`src/hw/rtl/dhns_pkg.sv`:
```
package dhns_pkg;

   localparam int SINE_TABLE_BITS = 10;

   localparam logic [31:0] ONE_Q31     = 32'h8000_0000;
   localparam logic [31:0] POLY_A      = 32'd102944;
   localparam logic [31:0] POLY_B      = 32'd42048;
   localparam logic [31:0] POLY_C      = 32'd4640;
   localparam logic [31:0] OUT_SCALE   = 32'd10000;
   localparam logic [15:0] OUT_LIMIT   = 16'd32000;
   localparam logic [63:0] CLIP_BOUND  = 64'd32000 << 16;

   localparam logic [31:0] FUND_DECAY_RST   = 32'd4294694609;
   localparam logic [31:0] SECOND_DECAY_RST = 32'd4294476473;
   localparam logic [31:0] THIRD_DECAY_RST  = 32'd4294258344;
   localparam logic [31:0] ATTACK_DECAY_RST = 32'd4256186830;

   localparam logic [1:0] REG_FUND_DECAY   = 2'd0;
   localparam logic [1:0] REG_SECOND_DECAY = 2'd1;
   localparam logic [1:0] REG_THIRD_DECAY  = 2'd2;
   localparam logic [1:0] REG_ATTACK_DECAY = 2'd3;

   localparam logic [1:0] LAST_HARM  = 2'd2;
   localparam logic [1:0] LAST_DECAY = 2'd3;

   typedef logic [3:0][31:0] decay_arr_type;

   typedef enum logic [1:0] {
      ST_IDLE,
      ST_ISSUE,
      ST_WAIT,
      ST_DONE
   } state_type;

   typedef enum logic [3:0] {
      OP_ZZ,
      OP_POLY_C,
      OP_INNER,
      OP_SINE,
      OP_ENV,
      OP_GAIN,
      OP_ATTACK,
      OP_SCALE,
      OP_DECAY
   } op_type;

   typedef struct packed {
      logic        start;
      logic [31:0] a;
      logic [31:0] b;
   } mul_req_type;

   typedef struct packed {
      logic        done;
      logic [63:0] product;
   } mul_rsp_type;

   typedef struct packed {
      logic        idle;
      logic        ready;
      logic [15:0] sample;
      logic        clipped;
   } core_status_type;

   function automatic logic [31:0] gain_of(input logic [1:0] harm);
      logic [31:0] g;
      case (harm)
         2'd0:    g = 32'd65536;
         2'd1:    g = 32'd19661;
         2'd2:    g = 32'd6554;
         default: g = 32'd0;
      endcase
      return g;
   endfunction

endpackage

```
`src/hw/rtl/dhns_mul.sv`:
```
module dhns_mul (
   input  logic                 clock,
   input  logic                 reset,
   input  dhns_pkg::mul_req_type mul_req,
   output dhns_pkg::mul_rsp_type mul_rsp
);
   import dhns_pkg::*;

   logic [63:0] p_ff, p_in;
   logic [31:0] a_ff, a_in;
   logic [4:0]  cnt_ff, cnt_in;
   logic        run_ff, run_in;
   logic        done_ff, done_in;
   logic [32:0] sum;

   always_comb begin
      sum     = {1'b0, p_ff[63:32]} + (p_ff[0] ? {1'b0, a_ff} : 33'd0);
      p_in    = p_ff;
      a_in    = a_ff;
      cnt_in  = cnt_ff;
      run_in  = run_ff;
      done_in = 1'b0;
      if (mul_req.start) begin
         p_in   = {32'd0, mul_req.b};
         a_in   = mul_req.a;
         cnt_in = 5'd0;
         run_in = 1'b1;
      end else if (run_ff) begin
         p_in   = {sum, p_ff[31:1]};
         cnt_in = cnt_ff + 5'd1;
         if (cnt_ff == 5'd31) begin
            run_in  = 1'b0;
            done_in = 1'b1;
         end
      end
   end

   always_ff @(posedge clock) begin
      if (reset) begin
         run_ff  <= 1'b0;
         done_ff <= 1'b0;
         cnt_ff  <= 5'd0;
      end else begin
         run_ff  <= run_in;
         done_ff <= done_in;
         cnt_ff  <= cnt_in;
      end
      p_ff <= p_in;
      a_ff <= a_in;
   end

   assign mul_rsp.done    = done_ff;
   assign mul_rsp.product = p_ff;

endmodule

```
`src/hw/rtl/dhns_core.sv`:
```
module dhns_core (
   input  logic                     clock,
   input  logic                     reset,
   input  logic                     start,
   input  logic                     new_note,
   input  logic [31:0]              phase_step,
   input  logic                     take,
   input  dhns_pkg::decay_arr_type  decays,
   input  dhns_pkg::mul_rsp_type    mul_rsp,
   output dhns_pkg::mul_req_type    mul_req,
   output dhns_pkg::core_status_type status
);
   import dhns_pkg::*;

   state_type     state_ff, state_in;
   op_type        op_ff, op_in;
   logic [1:0]    harm_ff, harm_in;
   logic [31:0]   phase_ff, phase_in;
   decay_arr_type env_ff, env_in;
   logic [31:0]   step_ff, step_in;
   logic [16:0]   z_ff, z_in;
   logic [16:0]   z2_ff, z2_in;
   logic [16:0]   inner_ff, inner_in;
   logic [31:0]   smag_ff, smag_in;
   logic          sneg_ff, sneg_in;
   logic signed [18:0] mix_ff, mix_in;
   logic [31:0]   mag_ff, mag_in;
   logic          neg_ff, neg_in;
   logic [15:0]   sample_ff, sample_in;
   logic          clip_ff, clip_in;

   logic [31:0] ph_h;
   logic [SINE_TABLE_BITS-1:0] idx;
   logic [16:0] z_raw, z_cur;
   logic [63:0] p;
   logic [18:0] term;
   logic [31:0] att;
   logic [18:0] mix_abs;
   logic [15:0] mag_out;
   logic        clip_cur;

   always_comb begin
      case (harm_ff)
         2'd0:    ph_h = phase_ff;
         2'd1:    ph_h = {phase_ff[30:0], 1'b0};
         default: ph_h = phase_ff + {phase_ff[30:0], 1'b0};
      endcase
      idx   = ph_h[31 -: SINE_TABLE_BITS];
      z_raw = 17'(idx[SINE_TABLE_BITS-3:0]) << (18 - SINE_TABLE_BITS);
      z_cur = idx[SINE_TABLE_BITS-2] ? 17'd65536 - z_raw : z_raw;
      p     = mul_rsp.product;
      term  = p[34:16];
      att   = (env_ff[3] >= ONE_Q31) ? 32'd0 : ONE_Q31 - env_ff[3];
      mix_abs  = mix_ff[18] ? 19'(-mix_ff) : 19'(mix_ff);
      clip_cur = p > CLIP_BOUND;
      mag_out  = clip_cur ? OUT_LIMIT : p[31:16];
   end

   always_comb begin
      state_in  = state_ff;
      op_in     = op_ff;
      harm_in   = harm_ff;
      phase_in  = phase_ff;
      env_in    = env_ff;
      step_in   = step_ff;
      z_in      = z_ff;
      z2_in     = z2_ff;
      inner_in  = inner_ff;
      smag_in   = smag_ff;
      sneg_in   = sneg_ff;
      mix_in    = mix_ff;
      mag_in    = mag_ff;
      neg_in    = neg_ff;
      sample_in = sample_ff;
      clip_in   = clip_ff;
      mul_req   = '0;
      unique case (state_ff)
         ST_IDLE: begin
            if (start) begin
               step_in  = phase_step;
               op_in    = OP_ZZ;
               harm_in  = 2'd0;
               mix_in   = '0;
               if (new_note) begin
                  phase_in = '0;
                  env_in   = {4{ONE_Q31}};
               end
               state_in = ST_ISSUE;
            end
         end
         ST_ISSUE: begin
            mul_req.start = 1'b1;
            case (op_ff)
               OP_ZZ: begin
                  z_in      = z_cur;
                  sneg_in   = idx[SINE_TABLE_BITS-1];
                  mul_req.a = 32'(z_cur);
                  mul_req.b = 32'(z_cur);
               end
               OP_POLY_C: begin
                  mul_req.a = 32'(z2_ff);
                  mul_req.b = POLY_C;
               end
               OP_INNER: begin
                  mul_req.a = 32'(z2_ff);
                  mul_req.b = 32'(inner_ff);
               end
               OP_SINE: begin
                  mul_req.a = 32'(z_ff);
                  mul_req.b = 32'(inner_ff);
               end
               OP_ENV: begin
                  mul_req.a = smag_ff;
                  mul_req.b = env_ff[harm_ff];
               end
               OP_GAIN: begin
                  mul_req.a = smag_ff;
                  mul_req.b = gain_of(harm_ff);
               end
               OP_ATTACK: begin
                  neg_in    = mix_ff[18];
                  mul_req.a = 32'(mix_abs);
                  mul_req.b = att;
               end
               OP_SCALE: begin
                  mul_req.a = mag_ff;
                  mul_req.b = OUT_SCALE;
               end
               default: begin
                  mul_req.a = env_ff[harm_ff];
                  mul_req.b = decays[harm_ff];
               end
            endcase
            state_in = ST_WAIT;
         end
         ST_WAIT: begin
            if (mul_rsp.done) begin
               state_in = ST_ISSUE;
               case (op_ff)
                  OP_ZZ: begin
                     z2_in = p[32:16];
                     op_in = OP_POLY_C;
                  end
                  OP_POLY_C: begin
                     inner_in = 17'(POLY_B - p[47:16]);
                     op_in    = OP_INNER;
                  end
                  OP_INNER: begin
                     inner_in = 17'(POLY_A - p[47:16]);
                     op_in    = OP_SINE;
                  end
                  OP_SINE: begin
                     smag_in = p[47:16];
                     op_in   = OP_ENV;
                  end
                  OP_ENV: begin
                     smag_in = p[62:31];
                     op_in   = OP_GAIN;
                  end
                  OP_GAIN: begin
                     mix_in = sneg_ff ? mix_ff - $signed(term) : mix_ff + $signed(term);
                     if (harm_ff == LAST_HARM) begin
                        harm_in = 2'd0;
                        op_in   = OP_ATTACK;
                     end else begin
                        harm_in = harm_ff + 2'd1;
                        op_in   = OP_ZZ;
                     end
                  end
                  OP_ATTACK: begin
                     mag_in = p[62:31];
                     op_in  = OP_SCALE;
                  end
                  OP_SCALE: begin
                     if (step_ff == '0) begin
                        sample_in = '0;
                        clip_in   = 1'b0;
                     end else begin
                        sample_in = neg_ff ? 16'(-mag_out) : mag_out;
                        clip_in   = clip_cur;
                     end
                     harm_in = 2'd0;
                     op_in   = OP_DECAY;
                  end
                  default: begin
                     env_in[harm_ff] = p[63:32];
                     if (harm_ff == LAST_DECAY) begin
                        phase_in = phase_ff + step_ff;
                        state_in = ST_DONE;
                     end else begin
                        harm_in = harm_ff + 2'd1;
                     end
                  end
               endcase
            end
         end
         ST_DONE: begin
            if (take) begin
               state_in = ST_IDLE;
            end
         end
         default: state_in = ST_IDLE;
      endcase
   end

   always_ff @(posedge clock) begin
      if (reset) begin
         state_ff <= ST_IDLE;
         op_ff    <= OP_ZZ;
         harm_ff  <= 2'd0;
         phase_ff <= '0;
         env_ff   <= {4{ONE_Q31}};
      end else begin
         state_ff <= state_in;
         op_ff    <= op_in;
         harm_ff  <= harm_in;
         phase_ff <= phase_in;
         env_ff   <= env_in;
      end
      step_ff   <= step_in;
      z_ff      <= z_in;
      z2_ff     <= z2_in;
      inner_ff  <= inner_in;
      smag_ff   <= smag_in;
      sneg_ff   <= sneg_in;
      mix_ff    <= mix_in;
      mag_ff    <= mag_in;
      neg_ff    <= neg_in;
      sample_ff <= sample_in;
      clip_ff   <= clip_in;
   end

   assign status.idle    = (state_ff == ST_IDLE);
   assign status.ready   = (state_ff == ST_DONE);
   assign status.sample  = sample_ff;
   assign status.clipped = clip_ff;

endmodule

```
`src/hw/rtl/decaying_harmonic_note_synth.sv`:
```
// One word in gives one 16-bit sample out. All multiplications run through a single
// shift-add multiplier that retires one bit per cycle: each sample needs 24
// products (four per sine harmonic, two for envelope and gain, attack, output
// scale and four envelope decays), issued in turn. The next word is taken as
// soon as the result moves to the output register; decay registers are to be
// written only while idle, which the block itself does not enforce.
module decaying_harmonic_note_synth (
   input  logic        clock,
   input  logic        reset,
   input  logic        req_tvalid,
   output logic        req_tready,
   input  logic [31:0] req_tdata,   // [31:0] phase_step
   input  logic [0:0]  req_tuser,   // [0] new_note
   output logic        rsp_tvalid,
   input  logic        rsp_tready,
   output logic [15:0] rsp_tdata,   // [15:0] sample
   output logic [0:0]  rsp_tuser,   // [0] clipped
   input  logic        csr_valid,
   output logic        csr_ready,
   input  logic [1:0]  csr_index,
   input  logic [31:0] csr_data
);
   import dhns_pkg::*;

   decay_arr_type   decay_ff, decay_in;
   logic            rsp_valid_ff, rsp_valid_in;
   logic [15:0]     rsp_data_ff, rsp_data_in;
   logic            rsp_clip_ff, rsp_clip_in;
   logic            take;
   mul_req_type     mul_req;
   mul_rsp_type     mul_rsp;
   core_status_type status;

   assign csr_ready  = 1'b1;
   assign req_tready = status.idle;
   assign take       = status.ready && (!rsp_valid_ff || rsp_tready);

   always_comb begin
      decay_in     = decay_ff;
      rsp_valid_in = rsp_valid_ff;
      rsp_data_in  = rsp_data_ff;
      rsp_clip_in  = rsp_clip_ff;
      if (csr_valid) begin
         unique case (csr_index)
            REG_FUND_DECAY:   decay_in[0] = csr_data;
            REG_SECOND_DECAY: decay_in[1] = csr_data;
            REG_THIRD_DECAY:  decay_in[2] = csr_data;
            REG_ATTACK_DECAY: decay_in[3] = csr_data;
            default:          decay_in    = decay_ff;
         endcase
      end
      if (rsp_valid_ff && rsp_tready) begin
         rsp_valid_in = 1'b0;
      end
      if (take) begin
         rsp_valid_in = 1'b1;
         rsp_data_in  = status.sample;
         rsp_clip_in  = status.clipped;
      end
   end

   always_ff @(posedge clock) begin
      if (reset) begin
         decay_ff     <= {ATTACK_DECAY_RST, THIRD_DECAY_RST, SECOND_DECAY_RST, FUND_DECAY_RST};
         rsp_valid_ff <= 1'b0;
      end else begin
         decay_ff     <= decay_in;
         rsp_valid_ff <= rsp_valid_in;
      end
      rsp_data_ff <= rsp_data_in;
      rsp_clip_ff <= rsp_clip_in;
   end

   dhns_mul u_mul (
      .clock   (clock),
      .reset   (reset),
      .mul_req (mul_req),
      .mul_rsp (mul_rsp)
   );

   dhns_core u_core (
      .clock      (clock),
      .reset      (reset),
      .start      (req_tvalid && req_tready),
      .new_note   (req_tuser[0]),
      .phase_step (req_tdata),
      .take       (take),
      .decays     (decay_ff),
      .mul_rsp    (mul_rsp),
      .mul_req    (mul_req),
      .status     (status)
   );

   assign rsp_tvalid   = rsp_valid_ff;
   assign rsp_tdata    = rsp_data_ff;
   assign rsp_tuser[0] = rsp_clip_ff;

endmodule

```
`config.mk`:
```
export PLATFORM = sky130hd
export DESIGN_NAME = decaying_harmonic_note_synth
export DESIGN_NICKNAME = d
export VERILOG_FILES = /design/src/hw/rtl/dhns_pkg.sv /design/src/hw/rtl/dhns_mul.sv /design/src/hw/rtl/dhns_core.sv /design/src/hw/rtl/decaying_harmonic_note_synth.sv
export SDC_FILE = /design/constraint.sdc
export NUM_CORES = 1
export LEC_CHECK = 0
export CORE_AREA = 2 2 191 287
export CTS_BUF_LIST = sky130_fd_sc_hd__clkbuf_16
export DETAILED_ROUTE_END_ITERATION = 10
export DIE_AREA = 0 0 193 289
export DONT_BUFFER_PORTS = 1
export PLACE_DENSITY = 0.76
export SETUP_SLACK_MARGIN = 0.2
export SLEW_MARGIN = 20
export SYNTH_ARGS = -nofsm -noshare
export SYNTH_HDL_FRONTEND = slang
export SYNTH_SLANG_ARGS = --single-unit
```
`constraint.sdc`:
```
create_clock -name clock -period 6.6 [get_ports clock]
set_clock_uncertainty 0.05 [all_clocks]
set_input_delay 1.32 -clock clock [delete_from_list [all_inputs] [get_ports clock]]
set_output_delay 1.32 -clock clock [all_outputs]
set_load 0.01 [all_outputs]
```
* Word level (Yosys, flattened, before mapping) *
Index checks and enable logic that the tools add are counted.

storage, ports and cells
  bits in read-only memories = 0
  logic and storage cells = 175
  bits in latches = 0
  memories kept = 0
  register bits after elaboration = 602
  output and inout port bits = 20
  input bits = 72
  bits in writable memories = 0

operators by class
  add/sub/neg operators = 13
  bitwise gates (word level) = 1
  equality and inequality tests = 27
  multiply operators = 0
  magnitude comparators = 4
  reduce and logical (&&, ||, !) cells = 38
  shift-type cells = 0
  div/mod/pow operators = 0
  muxes and demuxes = 60

operators by type and width
  kind                    number
  $mux 128                4
  $pmux 64 s8             1
  $mux 32                 12
  $pmux 128 s2            1
  $pmux 32 s2             3
  $bmux 32 s2             2
  $bwmux 128              1
  $mux 19                 5
  $mux 65                 1
  $add 32x32->32          2
  $demux 32 s2            1
  $gt 64x31->1 const B    1
  $pmux 17 s3             1
  $pmux 19 s2             1
  $pmux 17 s2             1
  $add 32x32->33          1
  $ge 32x32->1 const B    1
  $logic_not 32->1        1
  $mux 16                 2
  $pmux 4 s8              1
  $sub 32x32->32 const A  1
  $add 19x19->19          1
  $neg 19->19             1
  $sub 19x19->19          1
  43 further kinds        96

* Depth between registers and ports, before layout *
  depth after elaboration = 8
  mapped depth = 19
  depth with buffers taken out = 18

* Cells and area by module *
From an unflattened synthesis, not the netlist that was laid out.

second synthesis, totals
  cell total of the unflattened synthesis = 3,206
  area total of the unflattened synthesis = 32,113.3 um^2

by module, submodules not included
  module                        area an instance (um^2)  cells an instance  sequential area each (um^2)  instances
  dhns_core                     20,901.3                 2,166              8,678.3                      1
  dhns_mul                      5,631.7                  535                2,702.6                      1
  decaying_harmonic_note_synth  5,580.4                  505                3,093.0                      1

* Worst setup path before layout *
Ideal clock, no wire load.

  kind = reg2reg
  start = reg u_core.harm_ff[1]
  end = reg u_mul.p_ff[16] (data pin)
  slack = 2,483 ps
  library setup time = 146 ps
  cell stages (with the launch flop) = 17
  data required time = 6,404 ps
  path buffers = 4
  period minus slack after synthesis = 4,117 ps
  arrival time = 3,921 ps
  cell sequence = dfxtp_1 buf_1 buf_1 buf_2 inv_1 ha_1 clkbuf_1 a22o_1 a211o_1 inv_1 ha_1 inv_1 a311oi_1 nand4_1 nor4_2 nand2_1 a21oi_1

between the ends
  cells in the longest elaborated chain, start to end = 7
  elaborated cells between the ends (all ways) = 14
  those cells by class = 1 x add/sub; 2 x eq/ne; 10 x mux; 1 x reduce/logical

RTL lines
  element                                               line              text
  start: declaration                                    dhns_core.sv:17   logic [1:0] harm_ff, harm_in;
  start signal: assignment                              dhns_core.sv:216  harm_ff <= harm_in;
  $eq 2x1->1 / $logic_not 2->1 (equally long branches)  dhns_core.sv:43   case (harm_ff)
  $pmux 32 s2 *                                         dhns_core.sv:43
  $sub 17x16->17                                        dhns_core.sv:50   z_cur = idx[SINE_TABLE_BITS-2] ? 17'd65536 - z_raw : z_raw;
  $mux 17 *                                             dhns_core.sv:50
  net u_core.z_cur[16]                                  dhns_core.sv:34   logic [16:0] z_raw, z_cur;
  $pmux 64 s8 *                                         dhns_core.sv:93   case (op_ff)
  $mux 65 *                                             dhns_core.sv:77   unique case (state_ff)
  $mux 32 *                                             dhns_mul.sv:23    if (mul_req.start) begin
  net u_mul.p_in[16]                                    dhns_mul.sv:9     logic [63:0] p_ff, p_in;
  end signal: assignment                                dhns_mul.sv:48    p_ff <= p_in;
  end: declaration                                      dhns_mul.sv:9

The timed path passes the listed nets; every way through them passes the cells marked *. The select of a mux whose other input is x is not followed.
A chain may end at the register's enable or synchronous reset.

* Worst setup path after layout *
  start = reg u_mul.p_ff[16]
  end = reg u_core.sample_ff[4] (data pin)

between the ends
  cells in the longest elaborated chain, start to end = 4

RTL lines
  element                 line              text
  $gt 64x31->1            dhns_core.sv:55   clip_cur = p > CLIP_BOUND;
  $mux 16 *               dhns_core.sv:56   mag_out = clip_cur ? OUT_LIMIT : p[31:16];
  $neg 16->16             dhns_core.sv:179  sample_in = neg_ff ? 16'(-mag_out) : mag_out;
  $mux 16 *               dhns_core.sv:179
  end signal: assignment  dhns_core.sv:229  sample_ff <= sample_in;
  end: declaration        dhns_core.sv:29   logic [15:0] sample_ff, sample_in;

Mark *: on every way between the ends. The rest lies on a longest branch, timed or not.

==> impl_metrics.toml <==
[worst_setup_path]
worst_setup_path_end_kind = "flop"
r2r-start = "u_mul.p_ff[16]"
crit_type = "reg -> reg"
critPathArrivalTime_ns = 4.95
cp.required_ns = 6.95
path_buf_inv = 1
worst-path-max-fanout = 17
cpLargestDelayFamily = "simple AND/OR/NAND/NOR gates"
crit_path_top_delay_cell = "nor4_4"
critPathLaunchType = "flop"
rr_worst_depth = 13
critPathMaxStageDelay_ns = 0.80
r2r_end = "u_core.sample_ff[4]"
r2r_slack_ns = 1.99
path_cells = "inv_1 -> ha_1 -> nor3b_2 -> nand2_1 -> nor3_1 -> and3_1 -> nor4_1 -> nor4_4 -> nand2_1 -> ha_1 -> nor2b_1 -> nor2_1 -> a2111oi_0"

[cts]
clkLatencyLatePin_ns = 0.66
cts_hold_buffers = 0
cts.path.max_buffers = 3
post_cts_buffers = 0
cts_root_buffer = "clkbuf_16"
cts_sinks = 594
path_clk_slew_ns = 0.06
cts_tree = "done"
numCtsBuffers = 54
cts_resized = 0
cts-htree-levels = 2

[logic_synthesis]
synth-main-ff-cell = "dfxtp_1"
ys_ff_latch = 594
avgSynthCellArea_um2 = 9.53
syn_nets = 3527
async_flop_share = 0
syn_inst = 3324
synth_warnings = 0
synthTopCellsByCount = "nand2_1, dfxtp_1, nor2_1"
synth.area.top_cells = "edfxtp_1, dfxtp_1, nand2_1"
synth.most_common_cell = "nand2_1"
yosysSeqAreaShare = 0.457
yosys.area.top_type = "edfxtp_1"
yosys.cell_types.count = 93
synth-edff-count = 258
synth_top_area_frac = 0.245
netlist_area_mm2 = 0.0317

[hold_path]
hold-path-endpoint = "rsp_tdata[13]"
hold_class = "reg -> reg"
worstHoldStart = "u_core.sample_ff[13]"
min_path_cells = 0

[power]
power_mw = 8.79
ir_drop_uv = 252
p_leak_nw = 12.4
power_density_mw_per_mm2 = 259

[placed_design]
place.gp.congestion = 1.01
place_ws_ns = 2.11
port_buffers = 0
hpwl_um = 69700

[layout]
final_nets = 3395
drive_gt1_frac = 0.0815
area_delta_synth_final_pct = 6.90
fill_cells = 4372
fin_util = 0.635

[global_routing]
grt_overflow = 0
grt_use_total = 0.366
grt_pass1_wl_um = 154000
grt_max_degree = 309
antenna_found_initial = 1
grt_pass1_vias = 25959

[status]
outcome = "complete, no violations"

[floorplan]
fp.dieW_um = 193
std_cell_rows = 104
core-area_mm2 = 0.0534
io_pins = 92
die_h_um = 289
start_util = 0.594
die-area_mm2 = 0.0558

[drt]
avgViaCountPerCell = 6.81
avgRoutedWirePerCell_um = 26.1
drc_errors = 0
drtAntennaViolNets = 0
routed_wl_um = 102000
vias = 26735
drt_iter0_markers = 2712
first_pass_iters = 7

[sta]
timing.final.ws_setup_ns = 1.99
rsz0062_at_grt = "no"
tightest_slew_ns = 1.34
fin_tns_setup_ns = 0
worst_hold_slack_ns = 0.368
fmax_mhz = 217
setup_viol = 0
hold_viol = 0
report.final.slew_viol_count = 0
relSlewSlack = 0.101
finalCritPeriodShare = 0.698
fin_crit_ns = 4.61

[run]
maxCapViolCount = 0
==> worst max-delay path by stage <==
stage	depth (start not counted)	start	slack, ns	to
final	13	u_mul.p_ff[16]	1.99	u_core.sample_ff[4]
after CTS	18	u_mul.p_ff[16]	2.06	u_core.sample_ff[14]
after global routing	18	u_mul.p_ff[16]	1.62	u_core.sample_ff[14]
after floorplan	16	u_core.harm_ff[1]	2.48	u_mul.p_ff[16]
after global placement	18	u_mul.p_ff[16]	2.26	u_core.sample_ff[14]
after detailed placement	18	u_mul.p_ff[16]	2.11	u_core.sample_ff[14]
==> stage by stage <==
step | cell area [µm²] | cells
2_1_floorplan | 31700 | 3324
3_3_place_gp | 32000 | 3820
3_5_place_dp | 32100 | 3822
4_1_cts | 33800 | 3924
5_1_grt | 33900 | 3927
6_report | 33900 | 3928
==> where the power goes <==
group	switching, mW	total, mW	internal, mW	leakage [nW]
combinational	0.771	1.28	0.511	6.39
sequential	0.397	4.45	4.05	5.14
clock	1.47	3.06	1.59	0.891
==> per-layer routing <==
layer,share of wire,vias up,GRT usage
met3,0.089,389,0.0727
met2,0.48,1476,0.599
met1,0.35,12945,0.425
met5,0,-,0
li1,-,11925,-
met4,0.087,0,0.270
==> flip-flops by register name (all words and copies together), names as in the netlist, 2 cells and up <==
signal	cells
decay_ff	128
rsp_tdata	16
u_core.env_ff	128
u_core.harm_ff	2
u_core.inner_ff	17
u_core.mag_ff	32
u_core.mix_ff	19
u_core.op_ff	4
u_core.phase_ff	32
u_core.sample_ff	16
u_core.smag_ff	32
u_core.state_ff	2
u_core.step_ff	32
u_core.z2_ff	17
u_core.z_ff	9
u_mul.a_ff	32
u_mul.cnt_ff	5
u_mul.p_ff	64
==> cell families after synthesis <==
family                     synth area share
other                              0.000118
DFF                                   0.457
muxes                                0.0625
AOI/OAI and AO/OA                     0.163
and+or+nand+nor                       0.191
xor gates and xnor gates             0.0395
buffers and inverters                0.0343
adders and majority gates            0.0525
==> area by class of cell <==
cell class                 instances  area (µm²)  share of cell area
multi-input combinational       2443       16200               0.479
sequential                       594       14500               0.428
clock buffer                      56        1400              0.0414
tap                              689         862              0.0255
timing repair buffer              41         365              0.0108
clock inverter                    46         295             0.00872
inverter                          58         219             0.00647
antenna                            1        2.50           0.0000739
==> cells in the final DEF, fill, tap and decap left out, types with 28 or more instances in the layout <==
master / count
nor2_1: 296
mux4_2: 64
clkbuf_16: 56
o21ai_0: 153
a21o_1: 30
a221oi_1: 38
mux2i_1: 28
xnor2_1: 97
ha_1: 128
and2_1: 41
inv_1: 71
dfxtp_1: 332
nor3_1: 53
buf_4: 37
nor4_1: 37
xor2_1: 46
and3_1: 31
nand2b_1: 29
nand2_1: 451
nand3b_1: 95
a22oi_1: 132
nand3_1: 90
a21oi_1: 240
edfxtp_1: 258
Power figures use the tool's default switching activity.
